### config.mk
export PLATFORM = sky130hd
export DESIGN_NAME = length_prefixed_frame_deframer_core_flat
export DESIGN_NICKNAME = d
export VERILOG_FILES = /design/src/hdl/lpfd_pkg.sv /design/src/hdl/lpfd_if.sv /design/src/hdl/length_prefixed_frame_deframer_core.sv /design/src/flat_wrapper.sv
export SDC_FILE = /design/constraint.sdc
export NUM_CORES = 1
export LEC_CHECK = 0
export BUFFER_PORTS_ARGS = -buffer_cell sky130_fd_sc_hd__buf_2
export CELL_PAD_IN_SITES_DETAIL_PLACEMENT = 2
export CELL_PAD_IN_SITES_GLOBAL_PLACEMENT = 2
export CORE_MARGIN = 3
export CORE_UTILIZATION = 43
export CTS_BUF_LIST = sky130_fd_sc_hd__clkbuf_2 sky130_fd_sc_hd__clkbuf_4 sky130_fd_sc_hd__clkbuf_8
export DETAILED_ROUTE_END_ITERATION = 7
export PLACE_DENSITY_LB_ADDON = 0.05
export SYNTH_ARGS = -nofsm -noshare
export SYNTH_HDL_FRONTEND = slang
export SYNTH_SLANG_ARGS = --single-unit
### constraint.sdc
create_clock -name clock -period 7.6 [get_ports clock]
set_clock_uncertainty 0.15 [all_clocks]
set_input_delay 0.38 -clock clock [delete_from_list [all_inputs] [get_ports clock]]
set_output_delay 0.38 -clock clock [all_outputs]
set_load 0.02 [all_outputs]
### src/hdl/lpfd_pkg.sv
// Shared constants, types and codes for the length-prefixed frame deframer.
`default_nettype none

package lpfd_pkg;

   // Payload buffer depth in bytes (valid range 1..64).
   localparam int MAX_PAYLOAD = 64;
   localparam int ADDR_W      = (MAX_PAYLOAD > 1) ? $clog2(MAX_PAYLOAD) : 1;
   localparam int CNT_W       = $clog2(MAX_PAYLOAD + 1);

   localparam int BYTE_W  = 8;
   localparam int KIND_W  = 2;
   localparam int LEN_W   = 16;
   localparam int CHECK_W = 16;

   localparam logic [KIND_W-1:0] KIND_DATA    = 2'd0;
   localparam logic [KIND_W-1:0] KIND_LEN_ERR = 2'd1;
   localparam logic [KIND_W-1:0] KIND_EMPTY   = 2'd2;

   typedef enum logic [6:0] {
      PH_HUNT   = 7'b0000001,
      PH_LEN_LO = 7'b0000010,
      PH_LEN_HI = 7'b0000100,
      PH_DATA   = 7'b0001000,
      PH_CHK_HI = 7'b0010000,
      PH_CHK_LO = 7'b0100000,
      PH_DRAIN  = 7'b1000000
   } phase_type;

   typedef struct packed {
      logic [KIND_W-1:0]  kind;
      logic [BYTE_W-1:0]  payload_byte;
      logic               last;
      logic [LEN_W-1:0]   frame_length;
      logic [CHECK_W-1:0] check_word;
   } rsp_word_type;

endpackage : lpfd_pkg

`default_nettype wire

### src/hdl/lpfd_if.sv
// Valid/ready channel interfaces for received bytes and deframed result words.
`default_nettype none

interface lpfd_req_if;
   logic       valid;
   logic       ready;
   logic [7:0] rx_byte;

   modport source (output valid, output rx_byte, input ready);
   modport sink   (input valid, input rx_byte, output ready);
endinterface : lpfd_req_if

interface lpfd_rsp_if;
   logic        valid;
   logic        ready;
   logic [1:0]  kind;
   logic [7:0]  payload_byte;
   logic        last;
   logic [15:0] frame_length;
   logic [15:0] check_word;

   modport source (output valid, output kind, output payload_byte, output last,
                   output frame_length, output check_word, input ready);
   modport sink   (input valid, input kind, input payload_byte, input last,
                   input frame_length, input check_word, output ready);
endinterface : lpfd_rsp_if

`default_nettype wire

### src/hdl/length_prefixed_frame_deframer_core.sv
// Top level of the length-prefixed frame deframer: parser, payload buffer and readout.
//
// Usage:
//  - req_ch carries one received byte per word (valid/ready). The parser hunts for
//    the start byte held in the csr register (csr_wr_en / csr_wr_data, reset 0),
//    then takes a 16-bit length (low byte first), the payload, and a 16-bit check
//    word (high byte first). The check word is not verified, only passed on.
//  - rsp_ch carries result words. A length above the buffer size gives one
//    length-error word at once; a zero length gives one empty-frame word after the
//    check word. Otherwise, after the check word, the buffered payload is played
//    back one word per cycle while rsp_ch.ready is high, with last set on the final byte.
//  - Framing bytes are taken one per cycle. The last check byte of a non-empty
//    frame opens the readout: req_ch.ready stays low until the last payload byte
//    is read (synchronous RAM, one read per cycle while the output path has room).
//    The first payload word passes the phase, RAM read and output registers.
//  - An output register plus a one-word skid stage absorb the RAM read latency,
//    so a stalled receiver just holds the readout; nothing is dropped.
//  - Bytes that would emit a word (length high, check low) wait on req_ch until
//    the output path is empty or draining.
//  - Reset (synchronous) returns to hunting and empties the output path; the
//    payload buffer is not cleared, since only bytes of the current frame are read.
`default_nettype none

module length_prefixed_frame_deframer_core (
   input  wire                        clock,
   input  wire                        reset,
   input  wire                        csr_wr_en,
   input  wire [lpfd_pkg::BYTE_W-1:0] csr_wr_data,
   lpfd_req_if.sink                   req_ch,
   lpfd_rsp_if.source                 rsp_ch
);
   import lpfd_pkg::*;

   // configuration
   logic [BYTE_W-1:0]  start_byte_ff;

   // parser state
   phase_type          phase_ff, phase_in;
   logic [LEN_W-1:0]   frame_len_ff, frame_len_in;
   logic [CNT_W-1:0]   byte_count_ff, byte_count_in;
   logic [CHECK_W-1:0] check_hold_ff, check_hold_in;
   logic [CNT_W-1:0]   rd_addr_ff, rd_addr_in;

   // payload buffer
   logic [BYTE_W-1:0]  payload_mem [MAX_PAYLOAD];
   logic [BYTE_W-1:0]  rd_data_ff;
   logic               rd_valid_ff;
   logic               rd_last_ff;

   // output path
   rsp_word_type       out_word_ff, out_word_in;
   logic               out_valid_ff, out_valid_in;
   rsp_word_type       skid_word_ff, skid_word_in;
   logic               skid_valid_ff, skid_valid_in;

   logic               accept;
   logic               out_free;
   logic               path_clear;
   logic               emits;
   logic               in_load;
   rsp_word_type       in_word;
   rsp_word_type       rd_word;
   logic               wr_en;
   logic               rd_issue;
   logic [1:0]         occ;
   logic [1:0]         occ_after;
   logic [LEN_W-1:0]   full_len;
   logic [LEN_W-1:0]   count_next;
   logic [LEN_W-1:0]   rd_next;

   // handshake
   assign out_free   = !out_valid_ff || rsp_ch.ready;
   assign path_clear = out_free && !skid_valid_ff && !rd_valid_ff;
   assign emits      = (phase_ff == PH_LEN_HI) || (phase_ff == PH_CHK_LO);
   assign req_ch.ready = (phase_ff != PH_DRAIN) && (!emits || path_clear);
   assign accept     = req_ch.valid && req_ch.ready;

   assign full_len   = {req_ch.rx_byte, frame_len_ff[7:0]};
   assign count_next = LEN_W'(byte_count_ff) + LEN_W'(1);
   assign rd_next    = LEN_W'(rd_addr_ff) + LEN_W'(1);

   // readout issue: at most two words in flight past the RAM
   assign occ       = {1'b0, out_valid_ff} + {1'b0, skid_valid_ff} + {1'b0, rd_valid_ff};
   assign occ_after = occ - {1'b0, out_valid_ff && rsp_ch.ready};
   assign rd_issue  = (phase_ff == PH_DRAIN) && (occ_after < 2'd2);

   assign wr_en = accept && (phase_ff == PH_DATA);

   // parser
   always_comb begin
      phase_in      = phase_ff;
      frame_len_in  = frame_len_ff;
      byte_count_in = byte_count_ff;
      check_hold_in = check_hold_ff;
      rd_addr_in    = rd_addr_ff;
      in_load       = 1'b0;
      in_word       = '0;

      if (accept) begin
         case (phase_ff)
            PH_LEN_LO: begin
               frame_len_in = {8'd0, req_ch.rx_byte};
               phase_in     = PH_LEN_HI;
            end
            PH_LEN_HI: begin
               frame_len_in  = full_len;
               byte_count_in = '0;
               if (full_len > LEN_W'(MAX_PAYLOAD)) begin
                  // too long for the buffer: report and drop the frame
                  in_load              = 1'b1;
                  in_word.kind         = KIND_LEN_ERR;
                  in_word.last         = 1'b1;
                  in_word.frame_length = full_len;
                  phase_in             = PH_HUNT;
               end else if (full_len == '0) begin
                  phase_in = PH_CHK_HI;
               end else begin
                  phase_in = PH_DATA;
               end
            end
            PH_DATA: begin
               byte_count_in = byte_count_ff + CNT_W'(1);
               if (count_next >= frame_len_ff) begin
                  phase_in = PH_CHK_HI;
               end
            end
            PH_CHK_HI: begin
               check_hold_in = {8'd0, req_ch.rx_byte};
               phase_in      = PH_CHK_LO;
            end
            PH_CHK_LO: begin
               check_hold_in = {check_hold_ff[7:0], req_ch.rx_byte};
               if (frame_len_ff == '0) begin
                  in_load            = 1'b1;
                  in_word.kind       = KIND_EMPTY;
                  in_word.last       = 1'b1;
                  in_word.check_word = {check_hold_ff[7:0], req_ch.rx_byte};
                  phase_in           = PH_HUNT;
               end else begin
                  rd_addr_in = '0;
                  phase_in   = PH_DRAIN;
               end
            end
            default: begin
               if (req_ch.rx_byte == start_byte_ff) begin
                  phase_in      = PH_LEN_LO;
                  frame_len_in  = '0;
                  byte_count_in = '0;
               end else begin
                  phase_in = PH_HUNT;
               end
            end
         endcase
      end

      if (rd_issue) begin
         rd_addr_in = rd_addr_ff + CNT_W'(1);
         if (rd_next == frame_len_ff) begin
            phase_in = PH_HUNT;
         end
      end
   end

   // RAM read data lands with the frame fields of the current frame
   always_comb begin
      rd_word              = '0;
      rd_word.kind         = KIND_DATA;
      rd_word.payload_byte = rd_data_ff;
      rd_word.last         = rd_last_ff;
      rd_word.frame_length = frame_len_ff;
      rd_word.check_word   = check_hold_ff;
   end

   // output register and skid stage
   always_comb begin
      out_word_in   = out_word_ff;
      out_valid_in  = out_valid_ff;
      skid_word_in  = skid_word_ff;
      skid_valid_in = skid_valid_ff;
      if (out_free) begin
         if (in_load) begin
            out_word_in  = in_word;
            out_valid_in = 1'b1;
         end else if (skid_valid_ff) begin
            out_word_in   = skid_word_ff;
            out_valid_in  = 1'b1;
            skid_word_in  = rd_word;
            skid_valid_in = rd_valid_ff;
         end else if (rd_valid_ff) begin
            out_word_in  = rd_word;
            out_valid_in = 1'b1;
         end else begin
            out_valid_in = 1'b0;
         end
      end else if (rd_valid_ff) begin
         skid_word_in  = rd_word;
         skid_valid_in = 1'b1;
      end
   end

   // payload buffer: one write port, one registered read port
   always_ff @(posedge clock) begin
      if (wr_en) begin
         payload_mem[byte_count_ff[ADDR_W-1:0]] <= req_ch.rx_byte;
      end
   end

   always_ff @(posedge clock) begin
      if (rd_issue) begin
         rd_data_ff <= payload_mem[rd_addr_ff[ADDR_W-1:0]];
         rd_last_ff <= (rd_next == frame_len_ff);
      end
   end

   always_ff @(posedge clock) begin
      out_word_ff  <= out_word_in;
      skid_word_ff <= skid_word_in;
   end

   always_ff @(posedge clock) begin
      if (reset) begin
         start_byte_ff <= '0;
         phase_ff      <= PH_HUNT;
         frame_len_ff  <= '0;
         byte_count_ff <= '0;
         check_hold_ff <= '0;
         rd_addr_ff    <= '0;
         rd_valid_ff   <= 1'b0;
         out_valid_ff  <= 1'b0;
         skid_valid_ff <= 1'b0;
      end else begin
         if (csr_wr_en) begin
            start_byte_ff <= csr_wr_data;
         end
         phase_ff      <= phase_in;
         frame_len_ff  <= frame_len_in;
         byte_count_ff <= byte_count_in;
         check_hold_ff <= check_hold_in;
         rd_addr_ff    <= rd_addr_in;
         rd_valid_ff   <= rd_issue;
         out_valid_ff  <= out_valid_in;
         skid_valid_ff <= skid_valid_in;
      end
   end

   assign rsp_ch.valid        = out_valid_ff;
   assign rsp_ch.kind         = out_word_ff.kind;
   assign rsp_ch.payload_byte = out_word_ff.payload_byte;
   assign rsp_ch.last         = out_word_ff.last;
   assign rsp_ch.frame_length = out_word_ff.frame_length;
   assign rsp_ch.check_word   = out_word_ff.check_word;

   // skid stage only holds a word while the output register is full
   a_skid_behind_out: assert property (@(posedge clock) disable iff (reset)
      skid_valid_ff |-> out_valid_ff)
      else $error("skid word without output word");

   // a landing read never meets a full skid behind a stalled output
   a_no_overflow: assert property (@(posedge clock) disable iff (reset)
      (rd_valid_ff && out_valid_ff && !rsp_ch.ready) |-> !skid_valid_ff)
      else $error("readout overflow");

   // no bytes taken while the buffer plays back
   a_no_accept_drain: assert property (@(posedge clock) disable iff (reset)
      (phase_ff == PH_DRAIN) |-> !req_ch.ready)
      else $error("byte accepted during readout");

   // reads are issued only during readout, and never past the frame length
   a_issue_in_range: assert property (@(posedge clock) disable iff (reset)
      rd_issue |-> (LEN_W'(rd_addr_ff) < frame_len_ff))
      else $error("read beyond frame");

endmodule : length_prefixed_frame_deframer_core

`default_nettype wire

### src/flat_wrapper.sv
// flat-port wrapper written by rule: the top's interface ports become plain ports
module length_prefixed_frame_deframer_core_flat import lpfd_pkg::*;
  (clock, reset, csr_wr_en, csr_wr_data, req_ch_valid, req_ch_rx_byte, req_ch_ready, rsp_ch_valid, rsp_ch_kind, rsp_ch_payload_byte, rsp_ch_last, rsp_ch_frame_length, rsp_ch_check_word, rsp_ch_ready);
  lpfd_req_if req_ch_i ();
  lpfd_rsp_if rsp_ch_i ();
  input  wire clock;
  input  wire reset;
  input  wire csr_wr_en;
  input  wire [lpfd_pkg::BYTE_W-1:0] csr_wr_data;
  input wire logic [$bits(req_ch_i.valid)-1:0] req_ch_valid;
  input wire logic [$bits(req_ch_i.rx_byte)-1:0] req_ch_rx_byte;
  output wire logic [$bits(req_ch_i.ready)-1:0] req_ch_ready;
  output wire logic [$bits(rsp_ch_i.valid)-1:0] rsp_ch_valid;
  output wire logic [$bits(rsp_ch_i.kind)-1:0] rsp_ch_kind;
  output wire logic [$bits(rsp_ch_i.payload_byte)-1:0] rsp_ch_payload_byte;
  output wire logic [$bits(rsp_ch_i.last)-1:0] rsp_ch_last;
  output wire logic [$bits(rsp_ch_i.frame_length)-1:0] rsp_ch_frame_length;
  output wire logic [$bits(rsp_ch_i.check_word)-1:0] rsp_ch_check_word;
  input wire logic [$bits(rsp_ch_i.ready)-1:0] rsp_ch_ready;
  assign req_ch_i.valid = req_ch_valid;
  assign req_ch_i.rx_byte = req_ch_rx_byte;
  assign req_ch_ready = req_ch_i.ready;
  assign rsp_ch_valid = rsp_ch_i.valid;
  assign rsp_ch_kind = rsp_ch_i.kind;
  assign rsp_ch_payload_byte = rsp_ch_i.payload_byte;
  assign rsp_ch_last = rsp_ch_i.last;
  assign rsp_ch_frame_length = rsp_ch_i.frame_length;
  assign rsp_ch_check_word = rsp_ch_i.check_word;
  assign rsp_ch_i.ready = rsp_ch_ready;
  length_prefixed_frame_deframer_core u_core (.clock(clock), .reset(reset), .csr_wr_en(csr_wr_en), .csr_wr_data(csr_wr_data), .req_ch(req_ch_i), .rsp_ch(rsp_ch_i));
endmodule
==> results of run 1 <==
-- routing by layer --
metal / up-vias / wire length, um / share of wire / track usage
met5: - / 0 / 0 / 0
met3: 111 / 3370 / 0.045 / 0.03990
met1: 7681 / 32130 / 0.43 / 0.3078
met2: 400 / 36730 / 0.49 / 0.3833
met4: 0 / 2052 / 0.028 / 0.07444
li1: 6293 / - / - / -
-- registers in the layout, summed over array words and instances (netlist names), 2 cells and up --
signal and flops:
u_core.byte_count_ff 7, u_core.check_hold_ff 16, u_core.frame_len_ff 16, u_core.payload_mem 512, u_core.phase_ff 7, u_core.rd_addr_ff 7
u_core.rd_data_ff 8, u_core.rsp_ch.check_word 16, u_core.rsp_ch.frame_length 16, u_core.rsp_ch.kind 2, u_core.rsp_ch.payload_byte 8, u_core.skid_word_ff 41
u_core.start_byte_ff 8
-- cells by family (layout without fill, tap and decap cells) --
group	count (synthesis)	count (layout)	share of synthesized area
adder cells (fa/ha/maj)	12	12	0.005579
other	0	1	0
AO/OA/AOI/OAI	155	155	0.03780
AND/OR/NAND/NOR	327	327	0.06002
multiplexers	225	225	0.1473
flip-flops	669	669	0.7226
XOR/XNOR	27	27	0.008786
buffers and inverters	101	323	0.01785
-- path summary, 6_finish.rpt --
kind	cells after the start	to
worst max-delay path	6	u_core.payload_mem[0][0]$_DFFE_PP_
worst min register to register	0	u_core.skid_word_ff[40]$_DFFE_PP_
worst max register to register	6	u_core.payload_mem[0][0]$_DFFE_PP_
worst min-delay path	1	u_core.payload_mem[45][3]$_DFFE_PP_
-- power by group through the flow --
| stage | registers, mW | clock network (mW) | logic, mW |
|---|---|---|---|
| 2_1_floorplan | 4.08 | 0 | 0.0258 |
| 3_3_place_gp | 4.08 | 0 | 0.0988 |
| 3_5_place_dp | 4.08 | 0 | 0.103 |
| 4_1_cts | 4.00 | 3.18 | 0.113 |
| 5_1_grt | 4.00 | 3.34 | 0.121 |
| 6_report | 4.00 | 3.09 | 0.110 |
-- repair_timing --
item                      in CTS  in global routing
gates resized for setup        0                  0
buffers inserted               0                  0
hold endpoints to repair      15                  0
hold buffers                  20                  0
-- Yosys cell counts (10+ instances only) --
cell type / count
edfxtp_1: 605
nor2_1: 140
mux4_2: 136
mux2i_1: 80
nand2_1: 68
dfxtp_1: 64
o21ai_0: 41
a21oi_1: 40
clkbuf_1: 36
a22oi_1: 26
buf_2: 23
nand3_1: 19
xor2_1: 16
nand2b_1: 15
buf_1: 14
inv_1: 13
ha_1: 12
o21ai_2: 12
xnor2_1: 11
and2_1: 10
nor2b_1: 10
nor3_1: 10
-- stage by stage --
step | setup WS (ns) | utilization | std cells | power, mW
2_1_floorplan | 3.219 | - | 1516 | 4.107
3_3_place_gp | 3.958 | 0.4548 | 2359 | 4.179
3_5_place_dp | 3.908 | 0.4548 | 2359 | 4.184
4_1_cts | 3.881 | 0.4924 | 2575 | 7.302
5_1_grt | 3.686 | 0.4925 | 2576 | 7.463
6_report | 3.870 | 0.4925 | 2576 | 7.207
-- placed cells by master (no fill, tap or decap), types with 6 or more instances in the layout --
cell           instances
ha_1                  12
buf_4                 27
and2_1                10
or3_1                  6
xor2_1                16
nor2_1               140
dlygate4sd3_1         20
dfxtp_1               60
clkinv_1              25
o21ai_0               41
clkbuf_8             117
nand3_1               19
nor4_1                 8
xnor2_1               11
buf_2                 65
o311a_1                6
a22o_1                 8
mux2_2                 9
nand2b_1              15
mux2i_1               80
inv_1                 13
clkinv_2              15
a22oi_1               26
a21oi_1               39
clkbuf_4              35
nor3_1                10
nor2b_1               10
nand3b_1               8
edfxtp_1             605
mux4_2               136
o21ai_2               12
nand2_1               67
-- cell type report --
cell class / count / area share
Multi-Input combinational cell: 746 / 0.2302
Antenna cell: 1 / 0.00008219
Tap cell: 837 / 0.03439
Timing Repair Buffer: 113 / 0.02457
Clock buffer: 152 / 0.06152
Sequential cell: 669 / 0.6392
Inverter: 14 / 0.001726
Clock inverter: 44 / 0.008301
==> metrics.csv, run 1 <==
stage;metric;value;unit
status;outcome;complete, no violations;
sta;Setup-failing EPs final;0;
power_and_ir_drop;switching power;1.526;mW
sta;Worst-Margin Slew;1.180;ns
power_and_ir_drop;VDD IR max;0.1557;mV
route;DRT iter0 DRCs;1122;
yosys;number of flops mapped to enable cells by yosys;605;
yosys;Syn Nets;1549;
route;Final ANT Viol Nets;0;
flow_run;max_cap viols;0;
worst_setup_path;Bufs and invs on worst path;0;
final_layout;Syn-to-layout area delta;13.13;%
die;Die Y;256.2;um
die;Ports;66;
final_layout;fraction of layout cells with a size suffix above 1;0.2595;
route;drt total wl;74280;um
power_and_ir_drop;Leak Pwr;9.705;nW
power_and_ir_drop;power share of the sequential group;0.556;
clock_network;Reg clk slew, reported paths;0.06;ns
sta;unrepaired setup endpoints after global routing;no;
worst_setup_path;Reg-to-Reg Start;u_core.phase_ff[5]$_SDFF_PP0_;
sta;final hold vios;0;
sta;max-slew violations;0;
clock_network;CTS sink count;669;
worst_hold_path;Min-Delay Startpoint;req_ch_rx_byte[3];
yosys;share of synthesized registers carrying an async set or reset;0;
placement;IO Port Bufs;65;
final_layout;fillers;5571;
worst_setup_path;CP Class;reg2reg;
yosys;Post-synth top flop;edfxtp_1;
route;vias;14490;
clock_network;CTS Root Cell;clkbuf_8;
placement;Post-DP Area;28120;sq um
die;Row Count;91;
worst_setup_path;Worst setup EP type;flop;
yosys;Mapped Cells;1516;
final_layout;Final Net Count;1687;
route;First-pass DRT Iterations;5;
worst_setup_path;CP required;7.76;ns
yosys;synth warn;0;
die;chip width;256.2;um
grt;initial antenna violation count;1;
grt;largest net degree at the start of global routing;73;
grt;vias in the first global route;16120;
power_and_ir_drop;Clock Power Share;0.429;
sta;Slew HR;0.2076;
worst_hold_path;Hold Crit Class;in2reg;
route;WL/cell;28.84;um
clock_network;Clock Latency Late Sink;0.70;ns
clock_network;Max clock buf depth;3;
placement;Detail Placement HPWL;46500;um
sta;fin crit share;0.4908;
final_layout;FF/Latch Area;19460;sq um
worst_setup_path;crit path DAT;3.89;ns
yosys;cell area after synthesis;26910;sq um
die;effective utilization at floorplan;0.4353;
die;Die Area;65630;sq um
yosys;cell taking the most area after synthesis;edfxtp_1;
power_and_ir_drop;cell-internal power;5.681;mW
route;drt via density;5.623;
sta;setup tns final;0;ns
worst_setup_path;Setup crit start;u_core.phase_ff[5]$_SDFF_PP0_;
route;Residual DRC;0;
grt;total congestion overflow;0;
placement;routability cong.;0.7859;
grt;first-pass GRT wire length;111400;um
power_and_ir_drop;PwrDens;236.7;nW/um^2
yosys;share of the synthesized area in the top cell type;0.6750;
yosys;syn_area_per_cell;17.75;sq um
yosys;synth top area cells;edfxtp_1 68%, mux4_2 11%, dfxtp_1 4.8%;
yosys;Synth Register Bits;669;
worst_setup_path;slowest stage cell, crit path;nor2_1;
grt;gr usage total;0.2295;
sta;Max Clock Freq;268.1;MHz
worst_setup_path;worst path cell trace;nor4_4 > nand2b_1 > or3b_1 > nor3b_2 > nand2_1 > nor2_1;
worst_setup_path;reg-to-reg setup timing slack;3.87;ns
sta;worst hold slack;0.09073;ns
clock_network;H-tree depth;3;
worst_setup_path;Worst path max stage delay;0.80;ns
power_and_ir_drop;switch share;0.2118;
final_layout;Multi-input gate area;7010;sq um
sta;post-layout minimum cycle time;3.730;ns
clock_network;CTS tree;built;
die;Core Footprint;61830;sq um
final_layout;Final Cell Area;30450;sq um
clock_network;clock buffer count from CTS;110;
worst_setup_path;crit path max fanout;8;
yosys;synth unique cells;72;
worst_setup_path;delay-heaviest family, CP;simple AND/OR/NAND/NOR gates;
power_and_ir_drop;Logic pwr share;0.015;
worst_setup_path;Setup crit start kind;flop;
yosys;sequential element share of the synthesized area;0.7226;
No activity file was read; power rests on OpenSTA's default activity.
==> run 2: changes to the inputs <==
==> constraint.sdc (replaced) <==
create_clock -name clock -period 3.2 [get_ports clock]
set_clock_uncertainty 0.15 [all_clocks]
set_input_delay 0.16 -clock clock [delete_from_list [all_inputs] [get_ports clock]]
set_output_delay 0.16 -clock clock [all_outputs]
set_load 0.02 [all_outputs]
==> run 2 against run 1 <==
  * First-iteration DRC count is 1.8% higher
  * Combinational power grew to 2.7 times the previous value
  * Routed wire length increased by 7.6%
  * Global-route usage rose by 1.7 points
  * Die area is the same
  * Critical path type unchanged
  * Highest routed layer unchanged
==> metrics.csv, run 2 (synthesized netlist as in run 1, its figures left out) <==
stage;metric;value;unit;change
status;outcome;complete, no violations;;
clock_network;CTS tree;built;;
worst_setup_path;slowest stage cell, crit path;or3b_1;;
clock_network;Clock Latency Late Sink;0.70;ns;about the same
final_layout;fraction of layout cells with a size suffix above 1;0.3044;;+0.04492
placement;IO Port Bufs;65;;unchanged
worst_setup_path;crit path DAT;3.32;ns;-0.57 ns
die;Row Count;91;;unchanged
placement;routability cong.;0.7985;;+1.6%
power_and_ir_drop;Leak Pwr;10.45;nW;+7.7%
worst_setup_path;CP Class;reg2reg;;
clock_network;CTS Root Cell;clkbuf_8;;
final_layout;Final Net Count;1829;;+8.4%
power_and_ir_drop;VDD IR max;0.3430;mV;+120%
final_layout;Final Cell Area;31630;sq um;+3.9%
worst_setup_path;cell mode on critical path;buf_4;;
flow_run;max_cap viols;0;;unchanged
die;Core Footprint;61830;sq um;unchanged
grt;largest net degree at the start of global routing;70;;-4.1%
route;drt total wl;79900;um;+7.6%
die;effective utilization at floorplan;0.4353;;unchanged
grt;gr usage total;0.2469;;+0.01742
die;Die Y;256.2;um;unchanged
sta;unrepaired setup endpoints after global routing;no;;
grt;vias in the first global route;17100;;+6.1%
final_layout;most frequent cells in the layout;605 x edfxtp_1, 149 x buf_4, 140 x nor2_1;;
sta;Slew HR;0.2415;;+0.03392
worst_setup_path;Worst path max stage delay;0.44;ns;-0.36 ns
route;First-pass DRT Iterations;5;;unchanged
sta;Max Clock Freq;323.4;MHz;+21%
clock_network;H-tree depth;3;;unchanged
placement;Post-Place Setup Slack;0.09488;ns;-3.813 ns
sta;Setup-failing EPs final;0;;unchanged
worst_setup_path;Setup crit start;u_core.phase_ff[5]$_SDFF_PP0_;;
power_and_ir_drop;PwrDens;543.8;nW/um^2;+130%
sta;Worst-Margin Slew;1.135;ns;-0.04477 ns
worst_setup_path;Setup crit start kind;flop;;
final_layout;max reg flops;512;;unchanged
die;chip width;256.2;um;unchanged
clock_network;Post-CTS Setup Inserts;0;;unchanged
placement;placed cell count;2487;;+5.4%
sta;fin crit share;0.9663;;+0.4756
sta;max-slew violations;0;;unchanged
route;Residual DRC;0;;unchanged
sta;setup tns final;0;ns;unchanged
sta;post-layout minimum cycle time;3.092;ns;-0.6376 ns
worst_hold_path;Min-Delay Startpoint;req_ch_rx_byte[2];;
final_layout;commonest non-fill, non-tap cell in the layout;edfxtp_1;;
final_layout;fillers;5574;;+0.054%
worst_setup_path;crit path max fanout;8;;unchanged
worst_setup_path;Worst setup EP type;flop;;
placement;Post-DP Area;29160;sq um;+3.7%
worst_setup_path;Reg-to-Reg Start;u_core.phase_ff[5]$_SDFF_PP0_;;
die;Die Area;65630;sq um;unchanged
clock_network;Reg clk slew, reported paths;0.06;ns;about the same
worst_setup_path;worst path cell trace;nor4_4 > nand2b_1 > or3b_1 > nor3b_4 > nand2_1 > buf_4 > nor2_1 > buf_4;;
route;WL/cell;29.41;um;+2.0%
final_layout;Syn-to-layout area delta;17.54;%;
grt;initial antenna violation count;4;;+3
route;DRT iter0 DRCs;1142;;+1.8%
final_layout;Non-Filler Instances;2717;;+5.5%
clock_network;clock buffer count from CTS;111;;+0.91%
route;vias;15420;;+6.4%
worst_setup_path;CP required;3.43;ns;-4.33 ns
clock_network;CTS sink count;669;;unchanged
route;drt via density;5.674;;+0.90%
grt;first-pass GRT wire length;118700;um;+6.5%
sta;final hold vios;0;;unchanged
sta;Setup WS post-layout;0.1077;ns;-3.762 ns
clock_network;Max clock buf depth;3;;unchanged
die;Ports;66;;unchanged
worst_hold_path;Hold Crit Class;in2reg;;
placement;Detail Placement HPWL;52460;um;+13%
grt;total congestion overflow;0;;unchanged
route;Final ANT Viol Nets;0;;unchanged
==> run 2: cell types whose count changed in the layout (fill, tap and decap cells not counted) <==
cell / delta
buf_4: +122
dlygate4sd3_1: +13
clkinv_2: -9
clkinv_1: +7
buf_12: +6
clkbuf_4: +3
bufinv_16: +1
clkbuf_8: -1
clkinvlp_4: -1
nor3b_2: -1
nor3b_4: +1
==> run 2: worst max-delay path, delay by kind of cell (launching register included) <==
family	cells	cell delay [ns]
buf+inv	2	0.45
flops	1	0.42
simple gates	6	1.75
==> run 2: report_power, final <==
group	total, mW	internal (mW)	switching (mW)
clock network	7.39	4.01	3.38
logic	0.301	0.0763	0.225
registers	9.51	9.50	0.00968
total	17.2	13.6	3.62
==> run 2: timing repair <==
item | CTS | global route
hold endpoints to repair | 108 | 0
resized for setup | 0 | 1
hold buffers | 33 | 0
endpoints found under the setup margin | 0 | 54
==> run 2: worst paths after layout <==
| kind | to | slack (ns) | cells past startpoint |
|---|---|---|---|
| hold reg to reg | u_core.skid_word_ff[32]$_DFFE_PP_ | 0.30 | 0 |
| setup / recovery | u_core.payload_mem[18][7]$_DFFE_PP_ | 0.11 | 8 |
| setup reg to reg | u_core.payload_mem[18][7]$_DFFE_PP_ | 0.11 | 8 |
| hold / removal | u_core.frame_len_ff[2]$_SDFFE_PP0P_ | 0.14 | 4 |
==> run 2: per-stage QoR <==
| step | hold slack (ns) | total power [mW] | utilization |
|---|---|---|---|
| after floorplan | 0.1089 | 9.754 | - |
| after global placement | 0.2504 | 9.947 | 0.4716 |
| after detailed placement | 0.2758 | 9.961 | 0.4716 |
| after CTS | 0.1245 | 17.41 | 0.5115 |
| after global routing | 0.1563 | 17.78 | 0.5116 |
| final | 0.1354 | 17.20 | 0.5116 |
==> run 2: cell type report <==
class,instances,area (sq um),share of cell area
flip-flops and latches,669,19460,0.6152
multi-input cells,746,7017,0.2218
repair buffers,254,1914,0.06052
clock buffers,154,1882,0.05949
well taps,837,1047,0.03311
clock inverters,42,256.5,0.008109
inverters,14,52.55,0.001661
diodes,1,2.502,0.00007911
==> run 2: layer usage <==
| layer | vias to the layer above | share of wire | GRT usage |
|---|---|---|---|
| li1 | 6565 | - | - |
| met1 | 8233 | 0.42 | 0.3270 |
| met2 | 467 | 0.49 | 0.4110 |
| met3 | 151 | 0.052 | 0.04652 |
| met4 | 0 | 0.035 | 0.08742 |
| met5 | - | 0 | 0 |
